==> src/sv/rsp_pkg.sv <==
// ----------------------------------------------------------------------------
// rsp_pkg: shared types and constants of the relocation stream parser
// Holds register indexes, table constants, the result and configuration records.
// ----------------------------------------------------------------------------
package rsp_pkg;

	localparam int HALF_W = 16;
	localparam int WORD_W = 32;
	localparam int PHASE_W = 3;
	localparam int CFG_IDX_W = 2;

	// register indexes on the configuration port
	localparam logic [CFG_IDX_W-1:0] REG_BASE_ZERO = 2'd0;
	localparam logic [CFG_IDX_W-1:0] REG_BASE_ONE = 2'd1;
	localparam logic [CFG_IDX_W-1:0] REG_END_OFFSET = 2'd2;

	// table constants
	localparam logic [WORD_W-1:0] START_POSITION = 32'd12;
	localparam logic [WORD_W-1:0] FAR_ENTRY_TOGGLE = 32'h8000_8000;
	localparam logic [WORD_W+1:0] END_MARGIN = 34'd6;

	typedef struct packed {
		logic [WORD_W-1:0] target_offset;
		logic [WORD_W-1:0] addend;
		logic write_valid;
		logic is_last;
	} result_t;

	typedef struct packed {
		logic [WORD_W-1:0] base_zero;
		logic [WORD_W-1:0] base_one;
		logic [WORD_W-1:0] end_offset;
	} cfg_t;

endpackage

==> src/sv/relocation_stream_parser.sv <==
// ----------------------------------------------------------------------------
// relocation_stream_parser: streaming relocation table parser
// Turns table halfwords into patch items (offset, addend) for a consumer.
// ----------------------------------------------------------------------------
// Feed the table halfwords from byte 12 onward, one per item. The block takes
// one item per clock cycle while the output keeps moving. A patch reaches the
// output through the input register, which holds its last halfword, and the
// result register, loaded from the decode when the item is taken. A stalled
// output holds the input back. Halfwords that complete no entry (counts,
// far-entry low halves, ids, padding) give no result, save a zero count at the
// end. The final result has tlast set; everything after it is accepted
// and dropped. Write base_zero, base_one and end_offset before the first item.
module relocation_stream_parser (
	input  logic                        clk,
	input  logic                        arst_n,
	input  logic                        cfg_we,
	input  logic [rsp_pkg::CFG_IDX_W-1:0] cfg_index,
	input  logic [rsp_pkg::WORD_W-1:0]  cfg_data,
	input  logic                        s_tvalid,
	output logic                        s_tready,
	input  logic [15:0]                 s_tdata,   // [15:0] halfword
	output logic                        m_tvalid,
	input  logic                        m_tready,
	output logic [63:0]                 m_tdata,   // [31:0] target_offset, [63:32] addend
	output logic                        m_tuser,   // [0] write_valid
	output logic                        m_tlast    // is_last
);
	import rsp_pkg::*;

	cfg_t cfg_q;
	logic in_valid_s1;
	logic [HALF_W-1:0] in_half_s1;
	logic take;
	logic has_result;
	result_t core_result;
	logic out_free;
	result_t out_result;

	// configuration registers
	always_ff @(posedge clk or negedge arst_n) begin
		if (!arst_n) begin
			cfg_q <= '0;
		end else if (cfg_we) begin
			unique case (cfg_index)
				REG_BASE_ZERO: cfg_q.base_zero <= cfg_data;
				REG_BASE_ONE: cfg_q.base_one <= cfg_data;
				REG_END_OFFSET: cfg_q.end_offset <= cfg_data;
				default: ;
			endcase
		end
	end

	// input register: advance when the decode takes the held item
	assign take = in_valid_s1 && out_free;
	assign s_tready = !in_valid_s1 || take;

	always_ff @(posedge clk or negedge arst_n) begin
		if (!arst_n) begin
			in_valid_s1 <= 1'b0;
		end else if (s_tready) begin
			in_valid_s1 <= s_tvalid;
		end
	end

	always_ff @(posedge clk) begin
		if (s_tready && s_tvalid) begin
			in_half_s1 <= s_tdata[HALF_W-1:0];
		end
	end

	rsp_core u_core (
		.clk           (clk),
		.arst_n        (arst_n),
		.take          (take),
		.halfword      (in_half_s1),
		.cfg           (cfg_q),
		.base_zero_we  (cfg_we && cfg_index == REG_BASE_ZERO),
		.base_zero_data(cfg_data),
		.has_result    (has_result),
		.result        (core_result)
	);

	rsp_out_stage u_out (
		.clk        (clk),
		.arst_n     (arst_n),
		.load       (take),
		.load_valid (has_result),
		.load_result(core_result),
		.m_ready    (m_tready),
		.free       (out_free),
		.m_valid    (m_tvalid),
		.m_result   (out_result)
	);

	// pack the result item
	assign m_tdata = {out_result.addend, out_result.target_offset};
	assign m_tuser = out_result.write_valid;
	assign m_tlast = out_result.is_last;

endmodule

==> src/sv/rsp_core.sv <==
// ----------------------------------------------------------------------------
// rsp_core: parse state and per-halfword decode
// Holds the parser state and works out the next state and the result of
// one halfword combinationally; state commits when the item is taken.
// ----------------------------------------------------------------------------
module rsp_core (
	input  logic                   clk,
	input  logic                   arst_n,
	input  logic                   take,
	input  logic [rsp_pkg::HALF_W-1:0] halfword,
	input  rsp_pkg::cfg_t          cfg,
	input  logic                   base_zero_we,
	input  logic [rsp_pkg::WORD_W-1:0] base_zero_data,
	output logic                   has_result,
	output rsp_pkg::result_t       result
);
	import rsp_pkg::*;

	// parse phase codes
	localparam logic [PHASE_W-1:0] PH_COUNT = 3'd0;
	localparam logic [PHASE_W-1:0] PH_ENTRY = 3'd1;
	localparam logic [PHASE_W-1:0] PH_WORD_LOW = 3'd2;
	localparam logic [PHASE_W-1:0] PH_WORD_HIGH = 3'd3;
	localparam logic [PHASE_W-1:0] PH_ID_PAD = 3'd4;
	localparam logic [PHASE_W-1:0] PH_ID_LOW = 3'd5;
	localparam logic [PHASE_W-1:0] PH_ID_HIGH = 3'd6;
	localparam logic [PHASE_W-1:0] PH_DONE = 3'd7;

	logic [PHASE_W-1:0] phase_q, phase_d;
	logic [WORD_W-1:0] pos_q, pos_d;
	logic [HALF_W-1:0] left_q, left_d;
	logic [WORD_W-1:0] roff_q, roff_d;
	logic [WORD_W-1:0] base_q, base_d;
	logic [HALF_W-1:0] held_q, held_d;
	logic started_q;

	// group close: align to 4 bytes, compare without wrap
	logic [WORD_W-1:0] pos_next;
	logic [1:0] pad;
	logic [WORD_W+1:0] aligned_end;
	logic group_ends;
	logic [PHASE_W-1:0] after_group;
	logic [WORD_W-1:0] word_in;
	logic [HALF_W-1:0] left_dec;

	assign pos_next = pos_q + WORD_W'(2);
	assign pad = {pos_next[1], 1'b0};
	assign aligned_end = {2'b00, pos_next} + {{WORD_W{1'b0}}, pad} + END_MARGIN;
	assign group_ends = aligned_end >= {2'b00, cfg.end_offset};
	assign after_group = group_ends ? PH_DONE : (pad[1] ? PH_ID_PAD : PH_ID_LOW);
	assign word_in = {halfword, held_q};
	assign left_dec = left_q - HALF_W'(1);

	// decode one halfword
	always_comb begin
		phase_d = phase_q;
		pos_d = pos_next;
		left_d = left_q;
		roff_d = roff_q;
		base_d = base_q;
		held_d = held_q;
		has_result = 1'b0;
		result.target_offset = roff_q;
		result.addend = base_q;
		result.write_valid = 1'b1;
		result.is_last = 1'b0;
		unique case (phase_q)
			PH_COUNT: begin
				roff_d = '0;
				left_d = halfword;
				if (halfword == '0) begin
					phase_d = after_group;
					if (group_ends) begin
						has_result = 1'b1;
						result.target_offset = '0;
						result.addend = '0;
						result.write_valid = 1'b0;
						result.is_last = 1'b1;
					end
				end else begin
					phase_d = PH_ENTRY;
				end
			end
			PH_ENTRY: begin
				if (halfword[HALF_W-1]) begin
					if (pos_q[1]) begin
						phase_d = PH_WORD_LOW;
					end else begin
						held_d = halfword;
						phase_d = PH_WORD_HIGH;
					end
				end else begin
					roff_d = roff_q + {{(WORD_W-HALF_W-2){1'b0}}, halfword, 2'b00};
					has_result = 1'b1;
				end
			end
			PH_WORD_LOW: begin
				held_d = halfword;
				phase_d = PH_WORD_HIGH;
			end
			PH_WORD_HIGH: begin
				roff_d = word_in[WORD_W-1] ? (word_in ^ FAR_ENTRY_TOGGLE) : word_in;
				has_result = 1'b1;
			end
			PH_ID_PAD: begin
				phase_d = PH_ID_LOW;
			end
			PH_ID_LOW: begin
				held_d = halfword;
				phase_d = PH_ID_HIGH;
			end
			PH_ID_HIGH: begin
				if (word_in == WORD_W'(0)) begin
					base_d = cfg.base_zero;
				end else if (word_in == WORD_W'(1)) begin
					base_d = cfg.base_one;
				end else begin
					base_d = '0;
				end
				phase_d = PH_COUNT;
			end
			PH_DONE: begin
				pos_d = pos_q;
			end
			default: begin
				phase_d = PH_DONE;
			end
		endcase
		// patch emitted: count down and close the group on the last entry
		if (has_result && phase_q != PH_COUNT) begin
			result.target_offset = roff_d;
			left_d = left_dec;
			if (left_dec == '0) begin
				phase_d = after_group;
				result.is_last = group_ends;
			end else begin
				phase_d = PH_ENTRY;
			end
		end
	end

	// commit state on each taken item
	always_ff @(posedge clk or negedge arst_n) begin
		if (!arst_n) begin
			phase_q <= PH_COUNT;
			pos_q <= START_POSITION;
			left_q <= '0;
			roff_q <= '0;
			base_q <= '0;
			held_q <= '0;
			started_q <= 1'b0;
		end else if (take) begin
			if (phase_q != PH_DONE) begin
				started_q <= 1'b1;
			end
			phase_q <= phase_d;
			pos_q <= pos_d;
			left_q <= left_d;
			roff_q <= roff_d;
			base_q <= base_d;
			held_q <= held_d;
		end else if (base_zero_we && !started_q) begin
			base_q <= base_zero_data;
		end
	end

endmodule

==> src/sv/rsp_out_stage.sv <==
// ----------------------------------------------------------------------------
// rsp_out_stage: result register
// Holds one result item until the downstream side takes it.
// ----------------------------------------------------------------------------
module rsp_out_stage (
	input  logic             clk,
	input  logic             arst_n,
	input  logic             load,
	input  logic             load_valid,
	input  rsp_pkg::result_t load_result,
	input  logic             m_ready,
	output logic             free,
	output logic             m_valid,
	output rsp_pkg::result_t m_result
);
	import rsp_pkg::*;

	logic valid_q;
	result_t res_q;

	assign free = !valid_q || m_ready;
	assign m_valid = valid_q;
	assign m_result = res_q;

	// load a new result or drop the delivered one
	always_ff @(posedge clk or negedge arst_n) begin
		if (!arst_n) begin
			valid_q <= 1'b0;
		end else if (load) begin
			valid_q <= load_valid;
		end else if (m_ready) begin
			valid_q <= 1'b0;
		end
	end

	// payload needs no reset
	always_ff @(posedge clk) begin
		if (load && load_valid) begin
			res_q <= load_result;
		end
	end

endmodule
==> config.mk <==
export PLATFORM = sky130hd
export DESIGN_NAME = relocation_stream_parser
export DESIGN_NICKNAME = d
export VERILOG_FILES = /design/src/sv/rsp_pkg.sv /design/src/sv/relocation_stream_parser.sv /design/src/sv/rsp_core.sv /design/src/sv/rsp_out_stage.sv
export SDC_FILE = /design/constraint.sdc
export NUM_CORES = 1
export LEC_CHECK = 0
export BUFFER_PORTS_ARGS = -buffer_cell sky130_fd_sc_hd__buf_2
export CAP_MARGIN = 0
export CORE_AREA = 8 8 229 231
export DETAILED_ROUTE_END_ITERATION = 12
export DIE_AREA = 0 0 237 239
export HOLD_SLACK_MARGIN = 0.05
export PLACE_DENSITY = 0.57
export SKIP_LAST_GASP = 1
export SLEW_MARGIN = 20
export SYNTH_ARGS = -nofsm -noshare
export SYNTH_HDL_FRONTEND = slang
export SYNTH_HIERARCHICAL = 1
export SYNTH_SLANG_ARGS = --single-unit
export TNS_END_PERCENT = 5
==> constraint.sdc <==
create_clock -name clk -period 9 [get_ports clk]
set_input_delay 2.7 -clock clk [delete_from_list [all_inputs] [get_ports clk]]
set_output_delay 2.7 -clock clk [all_outputs]
set_load 0.1 [all_outputs]
==> impl_results.md, run 1 <==
- Status: completed
- Core Region: roughly 49,000 µm²
- DR WL/cell: ~20 µm
- Period minus WS final: 6630 ps
- Seq/Total Area, Yosys: slightly below 50%
- Port Buffers: approximately 120
- Max-slew headroom: 31.1%
- GRT Util Overall: 16.4%
- Post-route clock period utilization: about three quarters
- CP required: between 9000 and 10,000 ps
- Ys async rst share: between 70% and 80%
- Cell Int Power: 3.54 mW
- Fin Setup TNS: 0 ps
- Final Hold Vio Count: 0
- Maximum VDD drop: approximately 180 µV
- Largest family of logic cells by synthesized area: simple AND/OR/NAND/NOR gates
- Crit. End Element: flip-flop
- Leading post-synthesis cells by cell area: dfrtp_1 34%, edfxtp_1 15%, mux2_2 7.4%
- Tightest Pin Transition: around 1000 ps
- Setup WS pre-CTS: between 2000 and 2500 ps
- Clock sinks: around 310
- Die H: around 240 µm
- Final WS setup: 2370 ps
- Post-CTS Setup Bufs: 0
- Library cells used by synthesis: 82
- Clk_lat worst skew: 550 ps
- Root buffer cell: clkbuf_16
- Cell Area, Synth: about 17,000 µm²
- Adder-Cell Fraction of Synth Area: ~4.0%
- Synth Instances: around 1,600
- DR DRC count: 0
- Vias in the first global route: ~13,000
- Synth Register Bits: 311
- Hold crit path type: reg2reg
- Hold_buf cts: 0
- Final wirelength: roughly 47,000 µm
- Longest Clk Path Bufs: 3
- Combinational share of power: between 40% and 50%
- Via density: ~5.5
- Fin. max-slew vios: 0
- RSZ-0062 raised after global routing: false
- NetSw: between 2 and 3 mW
- Critical path peak fanout: 67
- Multi-input gate area: approximately 8000 µm²
- CTS tree: done
- Clock-pin slew on the worst setup and hold paths: approximately 60 ps
- Vias: around 13,000
- DRT iter0 DRCs: roughly 1,200
- Register share of total power: a little over a third
- Fin nets: approximately 1,800
- Layout cells sized above 1: a little under a fifth
- Number of fillers in the final layout: 4,755
- First-pass GRT wire length: about 75,000 µm
- Fmax achieved: roughly 0.15 GHz
- Power Density: 325 nW/µm²
- Die Area: between 50,000 and 60,000 µm²
- Main flop type after synthesis: dfrtp_1
- Setup crit start kind: flip-flop
- Switching share of total power: between 40% and 50%
- Top Ports: between 100 and 150
- Yosys top cell area share: between 30% and 40%
- Post-synthesis mux area share: about a tenth
- Syn_nets: 1,749
- FF+latch area: around 8000 µm²
- Post-synth EDFFs: just over 80
- Crit Path Class: reg2reg
- Avg Inst Size Synth: 10.3 µm²
- Dominant cell type by area after synthesis: dfrtp_1
- Data arrival time of the worst path: slightly above 7000 ps
- Area Growth Syn to Fin: 14.0%
- Min-Delay Path Depth: 1
- DR pass1 iterations: 5
- XOR/XNOR share of the synthesized area: 4.57%
- Die span in x: 237 µm
- Synth Area in Compound Gates: between 10 and 15%
- Final setup viols: 0
- Final Skew: between 10 and 15 ps
- Reg2reg setup slack: 2370 ps
- Detailed placement HPWL: about 33,000 µm
- Initial Utilization: a little over a third
- Synthesis warning total: 6
- Initial antenna violation count: 11
- Simple-gate share of the synthesized area: between 10 and 15%
- Clock power share: a little under a quarter
- Cells on worst reg2reg path: 20
- Rows: 81
- Cts bufs inserted: 36
- Post-CTS sizing: 0
- Total of max-cap violations: 0
- Total grt overflow: 0
- Lkg Pwr: between 8 and 9 nW
- Pin count of the biggest net entering global routing: roughly 130
- Detail Route Antenna Nets: 0
- H-tree Lvls: 2
- RePlAce Congestion: 0.919
-- stage by stage --
| stage | instances | instance area [µm²] | utilization (%) | hold WS (ps) | power [mW] |
|---|---|---|---|---|---|
| floorplan | 1641 | 16900 | - | 436 | 4.13 |
| detailed placement | 2306 | 18000 | 37.1 | 493 | 4.77 |
| global route | 2372 | 19200 | 39.6 | 511 | 6.61 |
| finish | 2378 | 19200 | 39.6 | 502 | 6.26 |
| CTS | 2372 | 19200 | 39.6 | 506 | 6.30 |
| global placement | 2306 | 18000 | 37.1 | 467 | 4.73 |
-- registers in the layout, summed over array words and instances, names as in the netlist --
name / flops
cfg_q: 96
u_core/left_q: 16
u_core/phase_q: 3
u_core/started_q: 1
u_core/held_q: 16
in_valid_s1: 1
u_core/pos_q: 31
u_out/m_result: 66
u_core/base_q: 32
in_half_s1: 16
u_core/roff_q: 32
u_out/m_valid: 1
-- kinds of logic after synthesis --
| kind of cell | after synthesis |
|---|---|
| xor gates and xnor gates | 88 |
| adders and majority gates | 54 |
| buffers and inverters | 160 |
| AOI/OAI and AO/OA | 385 |
| and+or+nand+nor | 498 |
| muxes | 145 |
| DFF | 311 |
-- path summary, 6_finish.rpt --
path	from	endpoint
worst max-delay path	u_core/pos_q[1]	u_out/m_valid
max in group asynchronous	arst_n	u_core/base_q[14]
worst min register to register	cfg_q[46]	cfg_q[46]
worst min-delay path	cfg_q[46]	cfg_q[46]
min in group asynchronous	arst_n	u_core/roff_q[7]
worst max register to register	u_core/pos_q[1]	u_out/m_valid
-- synth_stat cells, types with 5 or more instances --
library cell,number
a22o_1,12
inv_1,62
nand4_1,28
buf_2,8
edfxtp_1,82
a21boi_0,5
or3_1,11
nor2b_1,10
clkbuf_1,75
a211oi_1,6
nor4_1,14
o21ai_0,59
o22ai_1,23
mux2i_1,33
buf_4,7
and2_1,40
xor2_1,28
a41oi_1,6
a21oi_1,142
and4_1,8
nor2_1,152
a32oi_1,5
o21a_1,5
mux2_2,111
a21o_1,28
o211ai_1,9
a31oi_1,11
nor3b_1,7
nor3_1,26
ha_1,52
nand2b_1,13
o21bai_1,5
a22oi_1,11
dfrtp_1,227
nand2_1,122
xnor2_1,60
and3_1,12
o31ai_1,7
nand3_1,26
-- cell type report --
type | instances | area share, %
Multi-Input combinational cell | 1170 | 41.8
Sequential cell | 311 | 42.6
Clock buffer | 47 | 5.11
Tap cell | 622 | 4.05
Timing Repair Buffer | 140 | 3.99
Inverter | 63 | 1.23
Clock inverter | 19 | 1.14
Antenna cell | 6 | 0.0781
-- critical path, cell delays in order, from the launching register on --
cell       delay (ps)
dfrtp_1           570
ha_1              300
nand2_1           160
xnor2_1           210
and3_1            280
or4b_1            620
or3_1             450
nor4b_4           440
o2111ai_1         170
xnor2_1           170
ha_1              310
a21o_1            190
a21o_1            180
a21o_1            170
a21o_1            170
a221o_1           360
o21bai_1          220
o211a_1           480
inv_1             250
and2_4            510
o21bai_1          290
-- routing by layer --
metal	share of wire [%]	wire length (µm)	vias to the layer above	GRT usage, %
met4	2.6	1210	10	4.92
li1	-	-	6117	-
met2	50	23900	391	29.1
met3	6.6	3110	101	4.17
met5	0.15	69	-	0
met1	40	19100	6538	19.4
-- power groups by stage --
| stage | Clock, mW | Sequential (mW) | Combinational [mW] |
|---|---|---|---|
| finish | 1.50 | 2.19 | 2.57 |
| detailed placement | 0 | 2.21 | 2.56 |
| global route | 1.60 | 2.23 | 2.78 |
| floorplan | 0 | 2.76 | 1.37 |
| global placement | 0 | 2.19 | 2.53 |
| CTS | 1.54 | 2.18 | 2.57 |
-- layout by cell type (no fill, tap or decap), drive strengths merged, types with 52 or more instances in the layout --
master,count
dfrtp,227
buf,140
mux2,112
xnor2,60
o21ai,60
a21oi,142
inv,64
nor2,153
nand2,122
ha,52
edfxtp,82
Note: power is estimated with default switching activity, not from simulation.
==> run 2, diff against run 1 <==
- ABC_AREA: default -> 1
- CORE_AREA: 8 8 229 231 -> 8 8 235 237
- DIE_AREA: 0 0 237 239 -> 0 0 243 245
- clock period: 9 -> 6.3 ns (I/O delays scaled with it)
==> impl_results.md, run 2 <==
- Status: completed
- Data arrival time of the worst path: 5500 ps (-1550 ps)
- Setup WS pre-CTS: 1000 ps (-1410 ps)
- Maximum VDD drop: 239 µV (+34%)
- Most frequent cells in the layout: 734 x nand2_1, 227 x dfrtp_1, 213 x inv_1
- Rows: 84 (+3.7%)
- Most common cell after layout, fill and taps aside: nand2_1
- Initial antenna violation count: 3 (-8)
- Root buffer cell: clkbuf_16
- Crit Path Class: reg2reg
- Vias in the first global route: 15,600 (+17%)
- Clk_lat worst skew: 590 ps (+40 ps)
- Top reg by flops: cfg_q
- Period minus WS final: 5280 ps (-1350 ps)
- Clock power share: 26.6% (+2.7 points)
- Crit-path slowest cell: dfrtp_1
- Avg Inst Size Synth: 7.75 µm² (-25%)
- First-pass GRT wire length: 88,800 µm (+19%)
- CP required: 6520 ps (-2890 ps)
- Critical path peak fanout: 66 (-1.5%)
- Cell Area, Synth: 17,800 µm² (+5.8%)
- Seq/Total Area, Yosys: 45.9% (-2.6 points)
- Main flop type after synthesis: dfrtp_1
- Top Ports: 123 (unchanged)
- DR pass1 iterations: 5 (unchanged)
- Port Buffers: 122 (unchanged)
- Hold crit path type: reg2reg
- Area Growth Syn to Fin: 14.1% (about the same)
- Detail Route Antenna Nets: 0 (unchanged)
- Ys async rst share: 73.6% (unchanged)
- Fin. max-slew vios: 0 (unchanged)
- Synth top cells by count: 734 x nand2_1, 227 x dfrtp_1, 216 x inv_1
- Post-route clock period utilization: 83.9% (+10 points)
- DRT iter0 DRCs: 1,477 (+19%)
- Die H: 245 µm (+2.5%)
- Combinational share of power: 37.5% (-3.6 points)
- Library cells used by synthesis: 53 (-35%)
- Via density: 5.18 (-6.4%)
- Core Region: 51,700 µm² (+6.5%)
- Post-synth EDFFs: 82 (unchanged)
- Final Skew: 35.8 ps (+21.4 ps)
- Critical Path Max Stage Delay: 510 ps (-110 ps)
- Longest Clk Path Bufs: 3 (unchanged)
- DR DRC count: 0 (unchanged)
- Layout cells sized above 1: 11.7% (-7.1 points)
- Clock-pin slew on the worst setup and hold paths: 60 ps (about the same)
- Yosys top cell area share: 31.8% (-1.8 points)
- Vias: 16,000 (+22%)
- Tightest Pin Transition: 1110 ps (+76.4 ps)
- Synth Instances: 2,301 (+40%)
- Initial Utilization: 34.5% (-0.25 points)
- Final Hold Vio Count: 0 (unchanged)
- Most used cell, CP: nand2_1
- Post-CTS sizing: 0 (unchanged)
- Cts bufs inserted: 37 (+2.8%)
- RePlAce Congestion: 0.909 (-1.1%)
- Clock sinks: 311 (unchanged)
- CTS tree: done
- Fin Setup TNS: 0 ps (unchanged)
- Post-CTS Setup Bufs: 0 (unchanged)
- Final wirelength: 56,200 µm (+19%)
- Max reg flops: 96 (unchanged)
- Most common cell in the netlist: nand2_1
- Final setup viols: 0 (unchanged)
- Fmax achieved: 0.189 GHz (+26%)
- Cell Int Power: 4.93 mW (+39%)
- Total grt overflow: 0 (unchanged)
- Leading post-synthesis cells by cell area: dfrtp_1 32%, nand2_1 15%, edfxtp_1 14%
- Max-slew headroom: 25.1% (-6.0 points)
- Register share of total power: 35.9% (+1.0 points)
- Crit. End Element: flip-flop
- Syn_nets: 2,409 (+38%)
- GRT Util Overall: 18.4% (+2.0 points)
- Synth Register Bits: 311 (unchanged)
- Fin nets: 2,486 (+36%)
- Die Area: 59,500 µm² (+5.1%)
- Pin count of the biggest net entering global routing: 113 (-12%)
- Hold_buf cts: 0 (unchanged)
- Dominant cell type by area after synthesis: dfrtp_1
- Detailed placement HPWL: 38,800 µm (+18%)
- Total of max-cap violations: 0 (unchanged)
- DR WL/cell: 18.2 µm (-8.8%)
- Die span in x: 243 µm (+2.5%)
- NetSw: 3.75 mW (+38%)
- Final WS setup: 1020 ps (-1350 ps)
- Setup crit start kind: flip-flop
- H-tree Lvls: 2 (unchanged)
- Switching share of total power: 43.2% (-0.20 points)
- Lkg Pwr: 9.49 nW (+15%)
- Power Density: 426 nW/µm² (+31%)
- RSZ-0062 raised after global routing: false
- Synthesis warning total: 6 (unchanged)
run 2: cells by family after synthesis:
| family | after synthesis | synth area share [%] |
|---|---|---|
| xor+xnor | 43 | 2.24 |
| buf+inv | 338 | 7.97 |
| simple gates | 1220 | 29.6 |
| fa+ha+maj | 53 | 3.76 |
| flops | 311 | 45.9 |
| compound gates | 336 | 10.5 |
run 2: worst max-delay path: cells and delay by family, from the launching register on:
kind,cells,cell delay (ps)
xor+xnor,1,230
fa+ha+maj,2,580
simple gates,22,2810
buf+inv,4,550
compound gates,1,150
flops,1,510
run 2: per-stage QoR:
step | hold WS (ps) | cells | power (mW) | util [%] | instance area [µm²]
detailed placement | 444 | 3027 | 6.38 | 36.8 | 19000
finish | 453 | 3096 | 8.68 | 39.4 | 20400
global route | 474 | 3096 | 9.23 | 39.4 | 20400
CTS | 457 | 3095 | 8.73 | 39.4 | 20400
global placement | 434 | 3027 | 6.33 | 36.8 | 19000
floorplan | 423 | 2301 | 5.47 | - | 17800
run 2: final cells by class:
class	instances	area (µm²)
antenna	1	2.50
clock buffer	50	1070
clock inverter	18	267
fill	5337	31400
inverter	230	866
multi-input combinational	1652	8270
sequential	311	8200
tap	688	861
timing repair buffer	146	826
run 2: layer usage:
metal  track usage [%]  vias up  wire length, µm
li1                  -     7737                -
met1              26.9     7703            27100
met2              27.7      507            24200
met3              3.07       92             3530
met4              5.43        2             1320
met5                 0        -               13
run 2: path summary, 6_finish.rpt:
kind | start | end | slack (ps) | cells after the start
max in group asynchronous | arst_n | cfg_q[20] | 3880 | 2
worst min-delay path | u_core/started_q | u_core/started_q | 450 | 2
worst max-delay path | u_core/pos_q[1] | u_out/m_result[19] | 1020 | 30
worst max register to register | u_core/pos_q[1] | u_out/m_result[19] | 1020 | 30
min in group asynchronous | arst_n | u_core/roff_q[30] | 1330 | 1
worst min register to register | u_core/started_q | u_core/started_q | 450 | 2
run 2: power by group through the flow:
| stage | sequential [mW] | clock, mW | combinational, mW |
|---|---|---|---|
| global route | 3.18 | 2.43 | 3.61 |
| detailed placement | 3.14 | 0 | 3.24 |
| CTS | 3.11 | 2.36 | 3.26 |
| floorplan | 3.59 | 0 | 1.88 |
| global placement | 3.13 | 0 | 3.21 |
| finish | 3.11 | 2.31 | 3.26 |
==> run 3, diff against run 2 <==
- ABC_AREA: 1 -> 0
- CORE_AREA: 8 8 235 237 -> 8 8 229 231
- DIE_AREA: 0 0 243 245 -> 0 0 237 239
- clock period: 6.3 -> 5.5 ns (I/O delays scaled with it)
==> impl_results.md, run 3 (synthesis gave the netlist of run 1 again) <==
- R2R Path End: u_out/m_result[4]
- Top reg by flops: cfg_q
- Vias: 13,200 (-18%)
- Longest Clk Path Bufs: 3 (unchanged)
- Reg2reg setup slack: 230 ps (-780 ps)
- First-pass GRT wire length: 75,700 µm (-15%)
- Pin count of the biggest net entering global routing: 120 (+6.2%)
- Detail Route Antenna Nets: 0 (unchanged)
- Tightest Pin Transition: 1120 ps (+9.01 ps)
- Max reg flops: 96 (unchanged)
- Top Family by Delay on Critical Path: compound AO/OA/AOI/OAI gates
- Power Density: 534 nW/µm² (+25%)
- Rows: 81 (-3.6%)
- Die span in x: 237 µm (-2.5%)
- Crit. End Element: flip-flop
- Area Growth Syn to Fin: 16.4%
- Most used cell, CP: a21o_1
- Clock-pin slew on the worst setup and hold paths: 60 ps (about the same)
- Detailed placement HPWL: 34,000 µm (-12%)
- Lkg Pwr: 8.44 nW (-11%)
- Maximum VDD drop: 256 µV (+7.0%)
- Port Buffers: 122 (unchanged)
- Max-slew headroom: 25.4% (+0.30 points)
- H-tree Lvls: 2 (unchanged)
- Post-route clock period utilization: 95.8% (+12 points)
- Final setup viols: 0 (unchanged)
- Clk_lat worst skew: 570 ps (-20 ps)
- Initial Utilization: 34.8% (+0.25 points)
- DR WL/cell: 20.1 µm (+11%)
- GRT Util Overall: 16.7% (-1.7 points)
- Setup crit start kind: flip-flop
- Setup WS pre-CTS: 77.7 ps (-927 ps)
- Most common cell after layout, fill and taps aside: dfrtp_1
- CP required: 5810 ps (-710 ps)
- WP buf/inv: 2 (-2)
- Total of max-cap violations: 0 (unchanged)
- RSZ-0062 raised after global routing: false
- Number of fillers in the final layout: 4,730 (-11%)
- Clock sinks: 311 (unchanged)
- Hold crit path type: reg2reg
- RR Startpoint: u_core/pos_q[3]
- Fin nets: 1,858 (-25%)
- Initial antenna violation count: 11 (+8)
- Hold endpoint: cfg_q[95]
- Final Hold Vio Count: 0 (unchanged)
- Crit-path slowest cell: dfstp_2
- Fin Setup TNS: 0 ps (unchanged)
- Top Ports: 123 (unchanged)
- Fmax achieved: 0.190 GHz (+0.29%)
- Total grt overflow: 0 (unchanged)
- Hold Crit Start: cfg_q[95]
- Most frequent cells in the layout: 226 x dfrtp_1, 152 x nor2_1, 141 x a21oi_1
- Layout cells sized above 1: 20.7% (+9.1 points)
- Critical Path Max Stage Delay: 560 ps (+50 ps)
- Period minus WS final: 5270 ps (-15.2 ps)
- Die Area: 56,600 µm² (-4.9%)
- Status: completed
- Final Skew: 24.5 ps (-11.3 ps)
- Cts bufs inserted: 38 (+2.7%)
- Min-Delay Path Depth: 1 (-1)
- CP Cell Sequence: ha_2 > nand2_1 > xnor2_2 > and3_1 > or4b_1 > or3_4 > nor4b_4 > o2111ai_1 > xnor2_1 > ha_1 > a21o_1 > a21o_1 > a21o_1 > a21o_1 > a221o_1 > o21bai_1 > o211a_1 > inv_1 > and2_4 > buf_12
- DR DRC count: 0 (unchanged)
- Fin. max-slew vios: 0 (unchanged)
- Crit Path Class: reg2reg
- RePlAce Congestion: 0.909 (about the same)
- Critical path peak fanout: 25 (-62%)
- CTS tree: done
- DRT iter0 DRCs: 1,151 (-22%)
- Via density: 5.49 (+5.9%)
- Root buffer cell: clkbuf_16
- DR pass1 iterations: 5 (unchanged)
- Core Region: 48,500 µm² (-6.1%)
- Vias in the first global route: 13,400 (-14%)
- Data arrival time of the worst path: 5580 ps (+80 ps)
- Final wirelength: 48,400 µm (-14%)
- Final WS setup: 231 ps (-785 ps)
- Die H: 239 µm (-2.4%)
- Cells on worst reg2reg path: 20 (-33%)
==> run 3: power by group <==
part | switching [mW] | total (mW) | internal (mW) | leakage, nW
sequential | 0.548 | 3.61 | 3.06 | 3.59
combinational | 2.94 | 4.29 | 1.35 | 4.22
clock | 1.04 | 2.58 | 1.54 | 0.635
==> run 3: cell type report <==
class / count / area [µm²] / share of cell area, %
flip-flops and latches: 311 / 8200 / 41.8
repair buffers: 166 / 1010 / 5.16
clock buffers: 56 / 1130 / 5.76
well taps: 622 / 778 / 3.96
multi-input cells: 1170 / 8080 / 41.2
inverters: 63 / 236 / 1.20
clock inverters: 14 / 179 / 0.911
diodes: 6 / 15.0 / 0.0765
==> run 3: per-stage QoR <==
step	hold slack [ps]	power (mW)	area, µm²	instances	util (%)
2_1_floorplan	436	6.76	16900	1641	-
3_3_place_gp	467	7.79	18200	2326	37.5
6_report	488	10.5	19600	2408	40.4
4_1_cts	492	10.5	19500	2396	40.2
5_1_grt	510	11.1	19600	2402	40.4
3_5_place_dp	479	7.87	18200	2326	37.5
==> run 3: per-layer routing <==
metal	part of all wire (%)	GRT usage [%]	vias to the layer above
met1	40	19.9	6503
met2	50	29.2	424
met3	6.4	3.70	105
met5	0.14	0	-
met4	3.1	6.67	10
li1	-	-	6168
==> run 3: how the worst max path moves through the flow <==
stage / start / end / slack, ps / cells past startpoint
2_1_floorplan: u_core/pos_q[2] / u_out/m_valid / 2 / 23
3_3_place_gp: u_core/pos_q[2] / u_out/m_result[11] / 160 / 20
3_5_place_dp: u_core/pos_q[3] / u_out/m_result[8] / 80 / 20
4_1_cts: u_core/pos_q[3] / u_out/m_result[5] / 40 / 20
5_1_grt: u_core/pos_q[3] / u_out/m_result[5] / 10 / 20
6_report: u_core/pos_q[3] / u_out/m_result[4] / 230 / 20
==> run 3: repair_timing <==
action | in CTS | in global routing
resized for setup | 0 | 8
buffers inserted | 0 | 6
hold buffers | 0 | 0
endpoints found under the setup margin | 0 | 86
